`src/rtl/wvsd_pkg.sv`:
```
package wvsd_pkg;

    // Field and accumulator widths
    localparam int DATA_W      = 32;
    localparam int COUNT_W     = 9;
    localparam int THRESH_W    = 31;
    localparam int TIME_W      = 32;
    localparam int CFG_INDEX_W = 2;
    localparam int CFG_DATA_W  = 32;
    localparam int SUM_W       = DATA_W + COUNT_W;
    localparam int TSQ_W       = 2 * THRESH_W;
    localparam int SQ_W        = 2 * DATA_W + COUNT_W;

    localparam int WINDOW_MAX_DEFAULT = 256;

    localparam logic [COUNT_W-1:0]  SETTLE_MIN_COUNT  = 9'd8;
    localparam logic [COUNT_W-1:0]  WINDOW_SIZE_RESET = 9'd256;
    localparam logic [THRESH_W-1:0] THRESH_RESET      = 31'd10;
    localparam logic [TIME_W-1:0]   TIMEOUT_RESET     = 32'd5000;

    // Configuration register indexes
    localparam logic [CFG_INDEX_W-1:0] CFG_WINDOW_SIZE      = 2'd0;
    localparam logic [CFG_INDEX_W-1:0] CFG_SETTLE_THRESHOLD = 2'd1;
    localparam logic [CFG_INDEX_W-1:0] CFG_TIMEOUT_LIMIT    = 2'd2;

    typedef enum logic [1:0] {
        ST_COLLECTING = 2'd0,
        ST_SETTLED    = 2'd1,
        ST_TIMEOUT    = 2'd2
    } status_t;

    typedef enum logic {
        OP_PUSH    = 1'b0,
        OP_RESTART = 1'b1
    } opcode_t;

    typedef struct packed {
        opcode_t                   opcode;
        logic signed [DATA_W-1:0]  sample;
        logic        [TIME_W-1:0]  elapsed_time;
    } req_t;

    typedef struct packed {
        status_t                   status;
        logic signed [DATA_W-1:0]  mean_value;
        logic        [COUNT_W-1:0] held_count;
    } res_t;

endpackage

```
`src/rtl/wvsd_div.sv`:
```
module wvsd_div
    import wvsd_pkg::*;
(
    input  logic               clk,
    input  logic               rst_n,
    input  logic               start,
    input  logic [SUM_W-1:0]   dividend,
    input  logic [COUNT_W-1:0] divisor,
    output logic               done,
    output logic [SUM_W-1:0]   quotient
);

    localparam int STEP_W = $clog2(SUM_W + 1);
    localparam logic [STEP_W-1:0] LAST_STEP = STEP_W'(SUM_W - 1);

    logic               busy_reg, busy_next;
    logic               done_reg, done_next;
    logic [STEP_W-1:0]  step_reg, step_next;
    logic [COUNT_W-1:0] rem_reg, rem_next;
    logic [SUM_W-1:0]   dq_reg, dq_next;
    logic [COUNT_W-1:0] divisor_reg, divisor_next;
    logic [COUNT_W:0]   trial;
    logic [COUNT_W:0]   diff;

    // One quotient bit per cycle, restoring form
    always_comb
    begin
        busy_next    = busy_reg;
        done_next    = 1'b0;
        step_next    = step_reg;
        rem_next     = rem_reg;
        dq_next      = dq_reg;
        divisor_next = divisor_reg;
        trial        = {rem_reg, dq_reg[SUM_W-1]};
        diff         = trial - {1'b0, divisor_reg};

        if (start)
        begin
            busy_next    = 1'b1;
            step_next    = '0;
            rem_next     = '0;
            dq_next      = dividend;
            divisor_next = divisor;
        end
        else if (busy_reg)
        begin
            if (trial >= {1'b0, divisor_reg})
            begin
                rem_next = diff[COUNT_W-1:0];
                dq_next  = {dq_reg[SUM_W-2:0], 1'b1};
            end
            else
            begin
                rem_next = trial[COUNT_W-1:0];
                dq_next  = {dq_reg[SUM_W-2:0], 1'b0};
            end
            step_next = step_reg + STEP_W'(1);
            if (step_reg == LAST_STEP)
            begin
                busy_next = 1'b0;
                done_next = 1'b1;
            end
        end
    end

    // Control state
    always_ff @(posedge clk or negedge rst_n)
    begin
        if (!rst_n)
        begin
            busy_reg <= 1'b0;
            done_reg <= 1'b0;
            step_reg <= '0;
        end
        else
        begin
            busy_reg <= busy_next;
            done_reg <= done_next;
            step_reg <= step_next;
        end
    end

    // Datapath
    always_ff @(posedge clk)
    begin
        rem_reg     <= rem_next;
        dq_reg      <= dq_next;
        divisor_reg <= divisor_next;
    end

    assign done     = done_reg;
    assign quotient = dq_reg;

endmodule

```
`config.mk`:
```
export PLATFORM = sky130hd
export DESIGN_NAME = wvsd_div
export DESIGN_NICKNAME = d
export VERILOG_FILES = /design/src/rtl/wvsd_pkg.sv /design/src/rtl/wvsd_div.sv
export SDC_FILE = /design/constraint.sdc
export NUM_CORES = 1
export LEC_CHECK = 0
export BUFFER_PORTS_ARGS = -buffer_cell sky130_fd_sc_hd__buf_2
export CAP_MARGIN = 20
export CELL_PAD_IN_SITES_DETAIL_PLACEMENT = 1
export CELL_PAD_IN_SITES_GLOBAL_PLACEMENT = 1
export CORE_MARGIN = 5
export CORE_UTILIZATION = 41
export DETAILED_ROUTE_END_ITERATION = 12
export PLACE_DENSITY = 0.78
export SLEW_MARGIN = 20
export SYNTH_ARGS = -nofsm -noshare
export SYNTH_HDL_FRONTEND = slang
export SYNTH_SLANG_ARGS = --single-unit
```
`constraint.sdc`:
```
create_clock -name clk -period 2.65 [get_ports clk]
set_input_delay 0.3975 -clock clk [delete_from_list [all_inputs] [get_ports clk]]
set_output_delay 0.3975 -clock clk [all_outputs]
set_load 0.01 [all_outputs]
```
---- Yosys cells after proc, flatten, opt, wreduce, memory -nomap -nowiden ----
Cells that the tools add are included.
operators by class
  add/subtract/negate cells ............... 2
  order comparisons ....................... 1
  equality and inequality tests ........... 1
  mux-type cells .......................... 12
  reductions and logical operators ........ 1
operators with widths
  operator                                                        count
  41-bit 2-to-1 mux                                               2
  6-bit 2-to-1 mux                                                2
  10-bit by 9-bit greater-or-equal comparator with 1-bit output   1
  9-bit 2-to-1 mux                                                1
  9-bit subtractor                                                1
  1-bit 2-to-1 mux                                                7
  6-bit by 1-bit adder with 6-bit output (second input constant)  1
  6-bit equality test (second input constant)                     1
  2-bit nonzero test                                              1
word-level totals
  flip-flop bits (word level) ............. 67
  bits of input ports ..................... 53
  output and inout port bits .............. 42

---- Logic depth before layout (Yosys ltp) ----
Gate-level depths: netlist of the first run.
  word-level depth ........................ 4
  depth in mapped cells ................... 10
  mapped depth without buffers ............ 9

---- Worst setup path after synthesis of the first run ----
OpenSTA, ideal clock, no wires.
  path type ............................... register to register
  from .................................... reg dq_reg[40], in the netlist quotient[40]
  to ...................................... reg dq_reg[0], in the netlist quotient[0], data pin
  setup time .............................. 0.260 ns
  arrival time ............................ 2.266 ns
  path slack .............................. 0.124 ns
  cell stages (with the launch flop) ...... 11
  buffers on the path ..................... 1
  cell sequence ........................... edfxtp_1 -> inv_1 -> ha_1 -> inv_1 -> fa_1 -> a211oi_2 -> o31ai_2 -> a211oi_4 -> buf_6 -> inv_1 -> mux2_2
on the way
  word-level cells in the longest chain between the ends .. 4
ends and longest elaborated chain
  what                                                           line            source
  start: declaration                                             wvsd_div.sv:20  logic [SUM_W-1:0] dq_reg, dq_next;
  start signal: assignment                                       wvsd_div.sv:87  dq_reg <= dq_next;
  10-bit by 9-bit greater-or-equal comparator with 1-bit output  wvsd_div.sv:47  if (trial >= {1'b0, divisor_reg})
  1-bit 2-to-1 mux                                               wvsd_div.sv:47
  41-bit 2-to-1 mux                                              wvsd_div.sv:45  else if (busy_reg)
  41-bit 2-to-1 mux                                              wvsd_div.sv:37  if (start)
  via dq_next[0]                                                 wvsd_div.sv:20
The timed path passes the listed nets, and every way through them passes these cells. The select of a mux whose other input is x is not followed.
A chain may end at the register's enable or synchronous reset.

---- Worst setup path after layout of the first run ----
  from .................................... reg dq_reg[40], in the netlist quotient[40]
  to ...................................... reg rem_reg[1]
on the way
  word-level cells in the longest chain between the ends .. 2
ends and longest elaborated chain
  what                                                                                               line                            source
  9-bit subtractor or 10-bit by 9-bit greater-or-equal comparator with 1-bit output (tied branches)  wvsd_div.sv:35, wvsd_div.sv:47
  9-bit 2-to-1 mux *                                                                                 wvsd_div.sv:47
  end signal: assignment                                                                             wvsd_div.sv:86                  rem_reg <= rem_next;
  end: declaration                                                                                   wvsd_div.sv:19                  logic [COUNT_W-1:0] rem_reg, rem_next;
Mark *: on every way between the ends. The rest lies on a longest branch, timed or not.

==> qor.tcl, run 1 <==
set qor(timing.final.crit_period_ns) 2.45
set qor(synthesis.nets) 301
set qor(antenna_found_initial) 0
set qor(synthCells) 236
set qor(cts_buffers) 9
set qor(slew-limit-headroom) 0.646
set qor(synth_top_area_frac) 0.465
set qor(criticalPathCategory) {reg2reg}
set qor(setup_violations) 0
set qor(worstReg2RegEnd) {rem_reg[1]}
set qor(num_vias) 2221
set qor(register_to_register_path_depth) 10
set qor(worst-r2r-setup-slack_ns) 0.20
set qor(initial_core_util) 0.420
set qor(critical_path_end) {rem_reg[1]}
set qor(rows) 32
set qor(worst-endpoint-arrival_ns) 2.67
set qor(max_freq_ghz) 0.408
set qor(worst_ir_drop_vdd_mv) 0.305
set qor(detailedPlacementHpwl_um) 5630
set qor(post_drt_via_cell_ratio) 5.00
set qor(post-synth-top-count-cell) {sky130_fd_sc_hd__edfxtp_1}
set qor(cap_viol_max_count) 0
set qor(ys.flop_type) {sky130_fd_sc_hd__edfxtp_1}
set qor(cts_num_sinks) 67
set qor(report.final.hold_viol_count) 0
set qor(ys.warnings.count) 0
set qor(skew_ns) 0.0127
set qor(largest_register_ffs) 41
set qor(routed_wirelength_um) 7570
set qor(boundaryPins) 95
set qor(setup.worst_path.start) {quotient[40]}
set qor(globalRoute.totalOverflow) 0
set qor(die_height_um) 98.8
set qor(post_cts.resized_instances) 0
set qor(fp.dieArea_um2) 9750
set qor(min_period_over_period) 0.925
set qor(fin_tns_setup_ns) 0
set qor(rsz0062_at_grt) {no}
set qor(n_fill_cell) 863
set qor(design.core.area_um2) 7690
set qor(power.leakage_nw) 1.79
set qor(ys_ff_latch) 67
set qor(wire_length_of_the_first_global_routing_pass_um) 12200
set qor(dieWidth_um) 98.8
set qor(avgSynthCellArea_um2) 13.7
set qor(clkPwrFrac) 0.270
set qor(total_power_consumption_of_the_routed_design_mw) 3.19
set qor(min_path_type) {in2reg}
set qor(first_global_vias) 2365
set qor(tritoncts) {yes}
set qor(yosysUniqueCellTypes) 45
set qor(drt_pre_antenna_iters) 4
set qor(cts.root.buffer_cell) {sky130_fd_sc_hd__clkbuf_8}
set qor(critical_path.max_fanout) 6
set qor(area.growth.synth_to_final_pct) 24.7
set qor(startpoint_type) {flop}
set qor(switchingPower_mw) 0.990
set qor(worst-endpoint-required_ns) 2.87
set qor(final-max-slew-violation-count) 0
set qor(pwr-share-comb) 0.296
set qor(max_buffers_root_to_sink) 2
set qor(worstReg2RegStart) {quotient[40]}
set qor(powerDensity_nw_per_um2) 793
set qor(clock_insertion_delay_worst_skew_ns) 0.35
set qor(detail_route_antenna_nets) 0
set qor(async_reset_ff_frac) 0.119
set qor(route.detailed.wl_per_inst_um) 17.1
set qor(cp-end-kind) {flop}
set qor(synth_edf_count) 50
set qor(synth.largest_area_cell) {sky130_fd_sc_hd__edfxtp_1}
set qor(grt_max_degree) 41
set qor(portBuffers) 94
set qor(grt_usage) 0.160
set qor(outcome) {finished clean}
set qor(fraction_of_power_spent_switching_nets) 0.310
set qor(drc) 0
set qor(share_seq_of_total_power) 0.434
set qor(ys_top_cells_by_count) {sky130_fd_sc_hd__edfxtp_1, sky130_fd_sc_hd__mux2_2, sky130_fd_sc_hd__nor2_1, sky130_fd_sc_hd__inv_1, sky130_fd_sc_hd__ha_1}
set qor(netlist_top_cells_area) {sky130_fd_sc_hd__edfxtp_1, sky130_fd_sc_hd__mux2_2, sky130_fd_sc_hd__dfrtp_1}
set qor(internal-power_mw) 2.20
set qor(post_synthesis_instance_area_um2) 3230
set qor(synth_sequential_area_ratio) 0.582
set qor(layout.nets) 402
set qor(worst_slew_pin_slew_ns) 0.530
set qor(antenna_cells_inserted) 0
set qor(clkSlewWorstSetupHoldPaths_ns) 0.08
set qor(detail_route.iter0.violations) 94
set qor(gp_routability_congestion) 0.838
set qor(drive_above_1_share) 0.497
set qor(level_count_of_the_clock_h_tree) 3
## kinds of logic after synthesis
logic type	after synthesis	share of synthesized area
AO/OA/AOI/OAI	28	0.0709
XOR/XNOR	10	0.0271
adder cells (fa/ha/maj)	12	0.0488
buffers and inverters	27	0.0360
flip-flops	67	0.582
multiplexers	46	0.158
AND/OR/NAND/NOR	46	0.0763
## how the worst min path moves through the flow
stage                          start             end  cells past startpoint
final                     divisor[4]  divisor_reg[4]                      1
after global routing      divisor[1]  divisor_reg[1]                      1
after CTS                 divisor[5]  divisor_reg[5]                      1
after detailed placement       rst_n     step_reg[3]                      1
after global placement         rst_n     step_reg[3]                      1
after floorplan                rst_n        busy_reg                      0
## critical path: stages, from the launching register on
cell                       delay, ns
sky130_fd_sc_hd__edfxtp_1       0.43
sky130_fd_sc_hd__inv_1          0.08
sky130_fd_sc_hd__ha_1           0.16
sky130_fd_sc_hd__inv_1          0.05
sky130_fd_sc_hd__fa_1           0.41
sky130_fd_sc_hd__a211oi_2       0.27
sky130_fd_sc_hd__o31ai_2        0.14
sky130_fd_sc_hd__a211oi_4       0.29
sky130_fd_sc_hd__buf_4          0.20
sky130_fd_sc_hd__mux2i_1        0.20
sky130_fd_sc_hd__a211oi_1       0.09
## power by group through the flow
stage / clock, mW / sequential (mW) / combinational (mW)
6_report: 0.861 / 1.39 / 0.945
2_1_floorplan: 0 / 1.42 / 0.635
5_1_grt: 0.947 / 1.41 / 1.04
4_1_cts: 0.889 / 1.39 / 0.937
3_3_place_gp: 0 / 1.40 / 0.889
3_5_place_dp: 0 / 1.41 / 0.926
## cell usage in the layout (no fill, tap or decap), drive strengths merged, types with 3 or more instances in the layout
master,count
a211oi,6
a21o,3
a21oi,4
buf,101
clkbuf,9
clkinvlp,3
dfrtp,8
dfxtp,9
edfxtp,50
ha,11
inv,17
mux2,41
mux2i,5
nand2,6
nand4,4
nand4b,3
nor2,17
nor3,3
o21ai,3
xnor2,4
xor2,6
## cell type report
type                    count  area (um2)  share of cell area
clock buffers               9         124              0.0307
well taps                 102         128              0.0317
inverters                  15        56.3              0.0140
clock inverters             7        75.1              0.0186
repair buffers            102         533               0.132
multi-input cells         142        1230               0.306
flip-flops and latches     67        1880               0.467
## layer usage
metal,GRT usage,vias to the layer above,wire length (um)
li1,-,1072,-
met1,0.204,1073,3330
met2,0.255,60,3710
met3,0.0446,16,342
met4,0.0662,0,191
met5,0,-,0
## stage by stage
stage                     cells  area [um2]  utilization  setup slack (ns)  hold WS (ns)
final                       444        4030        0.524             0.199         0.227
after detailed placement    426        3810        0.496             0.119         0.254
after global placement      426        3810        0.496             0.207         0.250
after CTS                   443        4020        0.523             0.103         0.211
after floorplan             236        3230            -             0.124         0.102
after global routing        444        4030        0.524            0.0236         0.205
## repair_timing
item / in CTS / in global routing
setup buffers: 0 / 1
setup endpoints to repair: 0 / 5
hold endpoints to repair: 8 / 0
hold buffers: 1 / 0
(Power assumes the default switching activity.)
==> run 2, diff against run 1 <==
--- a/config.mk
+++ b/config.mk
@@ -5,14 +5,16 @@
 export SDC_FILE = /design/constraint.sdc
 export NUM_CORES = 1
 export LEC_CHECK = 0
+export ABC_AREA = 1
 export BUFFER_PORTS_ARGS = -buffer_cell sky130_fd_sc_hd__buf_2
 export CAP_MARGIN = 20
 export CELL_PAD_IN_SITES_DETAIL_PLACEMENT = 1
 export CELL_PAD_IN_SITES_GLOBAL_PLACEMENT = 1
 export CORE_MARGIN = 5
-export CORE_UTILIZATION = 41
+export CORE_UTILIZATION = 38
 export DETAILED_ROUTE_END_ITERATION = 12
-export PLACE_DENSITY = 0.78
+export PLACE_DENSITY = 0.77
+export RECOVER_POWER = 25
 export SLEW_MARGIN = 20
 export SYNTH_ARGS = -nofsm -noshare
 export SYNTH_HDL_FRONTEND = slang
==> run 2 against run 1 <==
Critical path depth is 3 higher. Hold slack better by 0.0073 ns. Clock-buffer cell count stayed put. Maximum frequency is 13% higher. Clock power is 9.8% higher. Global-route usage is 0.43 points higher. Register-to-register slack better by 0.28 ns. Critical endpoint is now rem_reg[5].
==> qor.tcl, run 2 <==
set qor(largest_register_ffs) 41 ;# unchanged
set qor(gp_routability_congestion) 0.807 ;# was 0.838
set qor(clkSlewWorstSetupHoldPaths_ns) 0.07 ;# was 0.08 ns
set qor(worstReg2RegEnd) {rem_reg[5]} ;# was rem_reg[1]
set qor(portBuffers) 94 ;# unchanged
set qor(boundaryPins) 95 ;# unchanged
set qor(async_reset_ff_frac) 0.119 ;# unchanged
set qor(drive_above_1_share) 0.263 ;# was 0.497
set qor(skew_ns) 0.0125 ;# was 0.0127 ns
set qor(initial_core_util) 0.385 ;# was 0.420
set qor(post_cts_buffers) 0 ;# unchanged
set qor(commonest_cells_after_routing_fill_and_taps_aside) {sky130_fd_sc_hd__nand2_1, sky130_fd_sc_hd__buf_2, sky130_fd_sc_hd__edfxtp_1, sky130_fd_sc_hd__inv_1, sky130_fd_sc_hd__nand3_1} ;# was sky130_fd_sc_hd__buf_2, sky130_fd_sc_hd__edfxtp_1, sky130_fd_sc_hd__mux2_2, sky130_fd_sc_hd__nor2_1, sky130_fd_sc_hd__inv_1
set qor(cap_viol_max_count) 0 ;# unchanged
set qor(design.core.area_um2) 8640 ;# was 7690 um2
set qor(worst_slew_pin_slew_ns) 0.977 ;# was 0.530 ns
set qor(placedInstanceArea_um2) 3900 ;# was 3810 um2
set qor(detailedPlacementHpwl_um) 6430 ;# was 5630 um
set qor(level_count_of_the_clock_h_tree) 3 ;# unchanged
set qor(startpoint_type) {flop} ;# unchanged
set qor(area.growth.synth_to_final_pct) 24.2 ;# was 24.7%
set qor(worstHoldPathCells) 1 ;# unchanged
set qor(max_buffers_root_to_sink) 2 ;# unchanged
set qor(num_vias) 2803 ;# was 2,221
set qor(synth_top_area_frac) 0.451 ;# was 0.465
set qor(cp-end-kind) {flop} ;# unchanged
set qor(fin_ws_ns) 0.483 ;# was 0.199 ns
set qor(max_freq_ghz) 0.462 ;# was 0.408 GHz
set qor(dieWidth_um) 104 ;# was 98.8 um
set qor(route.detailed.wl_per_inst_um) 14.3 ;# was 17.1 um
set qor(synth.largest_area_cell) {sky130_fd_sc_hd__edfxtp_1} ;# unchanged
set qor(n_fill_cell) 1074 ;# was 863
set qor(ys.warnings.count) 0 ;# unchanged
set qor(routed_wirelength_um) 8450 ;# was 7570 um
set qor(synth_edf_count) 50 ;# unchanged
set qor(criticalPathCategory) {reg2reg} ;# unchanged
set qor(post_cts.resized_instances) 0 ;# unchanged
set qor(ys_ff_latch) 67 ;# unchanged
set qor(layout.nets) 543 ;# was 402
set qor(netlist_top_cells_area) {sky130_fd_sc_hd__edfxtp_1, sky130_fd_sc_hd__nand2_1, sky130_fd_sc_hd__dfrtp_1} ;# was sky130_fd_sc_hd__edfxtp_1, sky130_fd_sc_hd__mux2_2, sky130_fd_sc_hd__dfrtp_1
set qor(cts_hold_repair.buffers) 1 ;# unchanged
set qor(cts_num_sinks) 67 ;# unchanged
set qor(cts.root.buffer_cell) {sky130_fd_sc_hd__clkbuf_8} ;# unchanged
set qor(power.leakage_nw) 2.15 ;# was 1.79 nW
set qor(wire_length_of_the_first_global_routing_pass_um) 14500 ;# was 12,200 um
set qor(rsz0062_at_grt) {no} ;# unchanged
set qor(setup_violations) 0 ;# unchanged
set qor(min_path_type) {in2reg} ;# unchanged
set qor(synthCells) 379 ;# was 236
set qor(timing.final.crit_period_ns) 2.17 ;# was 2.45 ns
set qor(worstReg2RegStart) {quotient[40]} ;# unchanged
set qor(ys_top_cells_by_count) {sky130_fd_sc_hd__nand2_1, sky130_fd_sc_hd__edfxtp_1, sky130_fd_sc_hd__inv_1, sky130_fd_sc_hd__nand3_1, sky130_fd_sc_hd__ha_1} ;# was sky130_fd_sc_hd__edfxtp_1, sky130_fd_sc_hd__mux2_2, sky130_fd_sc_hd__nor2_1, sky130_fd_sc_hd__inv_1, sky130_fd_sc_hd__ha_1
set qor(slew-limit-headroom) 0.348 ;# was 0.646
set qor(die_height_um) 104 ;# was 98.8 um
set qor(rows) 34 ;# was 32
set qor(cts_buffers) 9 ;# unchanged
set qor(post-synth-top-count-cell) {sky130_fd_sc_hd__nand2_1} ;# was sky130_fd_sc_hd__edfxtp_1
set qor(clock_insertion_delay_worst_skew_ns) 0.35 ;# about the same
set qor(total_power_consumption_of_the_routed_design_mw) 3.39 ;# was 3.19 mW
set qor(worst_ir_drop_vdd_mv) 0.311 ;# was 0.305 mV
set qor(grt_usage) 0.164 ;# was 0.160
set qor(globalRoute.totalOverflow) 0 ;# unchanged
set qor(detail_route_antenna_nets) 0 ;# unchanged
set qor(drt_pre_antenna_iters) 4 ;# unchanged
set qor(register_to_register_path_depth) 13 ;# was 10
set qor(worst-endpoint-arrival_ns) 2.45 ;# was 2.67 ns
set qor(antenna_cells_inserted) 0 ;# unchanged
set qor(tritoncts) {yes} ;# unchanged
set qor(first_global_vias) 2991 ;# was 2,365
set qor(powerDensity_nw_per_um2) 821 ;# was 793 nW/um2
set qor(critical_path.max_fanout) 12 ;# was 6
set qor(min_period_over_period) 0.818 ;# was 0.925
set qor(worst-r2r-setup-slack_ns) 0.48 ;# was 0.20 ns
set qor(post_placement_worst_setup_slack_ns) 0.483 ;# was 0.119 ns
set qor(post_synthesis_instance_area_um2) 3330 ;# was 3230 um2
set qor(fp.dieArea_um2) 10700 ;# was 9750 um2
set qor(leading_cell_type_in_the_layout_fill_and_taps_excluded) {sky130_fd_sc_hd__nand2_1} ;# was sky130_fd_sc_hd__buf_2
set qor(hold_crit_start) {divisor[6]} ;# was divisor[4]
set qor(post_drt_via_cell_ratio) 4.74 ;# was 5.00
set qor(yosysUniqueCellTypes) 26 ;# was 45
set qor(antenna_found_initial) 1 ;# was 0
set qor(report.final.hold_viol_count) 0 ;# unchanged
set qor(avgSynthCellArea_um2) 8.78 ;# was 13.7 um2
set qor(drc) 0 ;# unchanged
set qor(ys.flop_type) {sky130_fd_sc_hd__edfxtp_1} ;# unchanged
set qor(final-max-slew-violation-count) 0 ;# unchanged
set qor(detail_route.iter0.violations) 73 ;# was 94
set qor(fin_tns_setup_ns) 0 ;# unchanged
set qor(postLayoutCellArea_um2) 4130 ;# was 4030 um2
set qor(synth_sequential_area_ratio) 0.566 ;# was 0.582
set qor(worst-endpoint-required_ns) 2.93 ;# was 2.87 ns
set qor(outcome) {finished clean} ;# unchanged
set qor(hold_end) {divisor_reg[6]} ;# was divisor_reg[4]
set qor(grt_max_degree) 48 ;# was 41
set qor(synthesis.nets) 444 ;# was 301
run 2: per-stage QoR:
step,util,hold WS [ns],instances
floorplan,-,0.102,379
global placement,0.452,0.253,574
detailed placement,0.452,0.256,574
CTS,0.479,0.211,591
global route,0.478,0.202,591
finish,0.478,0.235,591
run 2: critical path: stages (launching register included):
cell and delay [ns]:
sky130_fd_sc_hd__edfxtp_1 0.40, sky130_fd_sc_hd__inv_1 0.11, sky130_fd_sc_hd__ha_1 0.15, sky130_fd_sc_hd__inv_1 0.06, sky130_fd_sc_hd__fa_1 0.40, sky130_fd_sc_hd__nand2_1 0.09
sky130_fd_sc_hd__nand2_2 0.07, sky130_fd_sc_hd__nand3_2 0.08, sky130_fd_sc_hd__nand2_2 0.06, sky130_fd_sc_hd__nand2_2 0.22, sky130_fd_sc_hd__nand2_2 0.19, sky130_fd_sc_hd__nand3_1 0.13
sky130_fd_sc_hd__nand3_1 0.08, sky130_fd_sc_hd__nand2_1 0.08
run 2: routing by layer:
| metal | vias to the layer above | GRT usage | routed length, um |
|---|---|---|---|
| li1 | 1405 | - | - |
| met1 | 1321 | 0.209 | 3860 |
| met2 | 62 | 0.265 | 3990 |
| met3 | 13 | 0.0510 | 448 |
| met4 | 2 | 0.0525 | 143 |
| met5 | - | 0 | 14 |
run 2: worst max path at each step:
stage | startpoint | end | slack [ns] | depth (start not counted)
floorplan | quotient[40] | rem_reg[2] | 0.70 | 13
global placement | quotient[40] | rem_reg[6] | 0.61 | 13
detailed placement | quotient[40] | rem_reg[7] | 0.48 | 13
CTS | quotient[40] | rem_reg[7] | 0.47 | 13
global route | quotient[40] | rem_reg[7] | 0.25 | 13
finish | quotient[40] | rem_reg[5] | 0.48 | 13
run 2: final cells by class:
type / count / area, um2 / area share
timing repair buffer: 100 / 513 / 0.124
clock buffer: 9 / 124 / 0.0300
sequential: 67 / 1880 / 0.455
inverter: 42 / 158 / 0.0382
multi-input combinational: 258 / 1220 / 0.295
clock inverter: 7 / 101 / 0.0245
tap: 108 / 135 / 0.0327
run 2: cell families after synthesis:
kind of cell / share of synthesized area
AOI/OAI and AO/OA: 0.0271
xor gates and xnor gates: 0.00790
adders and majority gates: 0.0474
buffers and inverters: 0.0681
DFF: 0.566
and+or+nand+nor: 0.284
run 2: report_power, final:
| part | switching [mW] | internal [mW] |
|---|---|---|
| clock network | 0.409 | 0.536 |
| registers | 0.102 | 1.28 |
| logic | 0.657 | 0.403 |
| total | 1.17 | 2.22 |
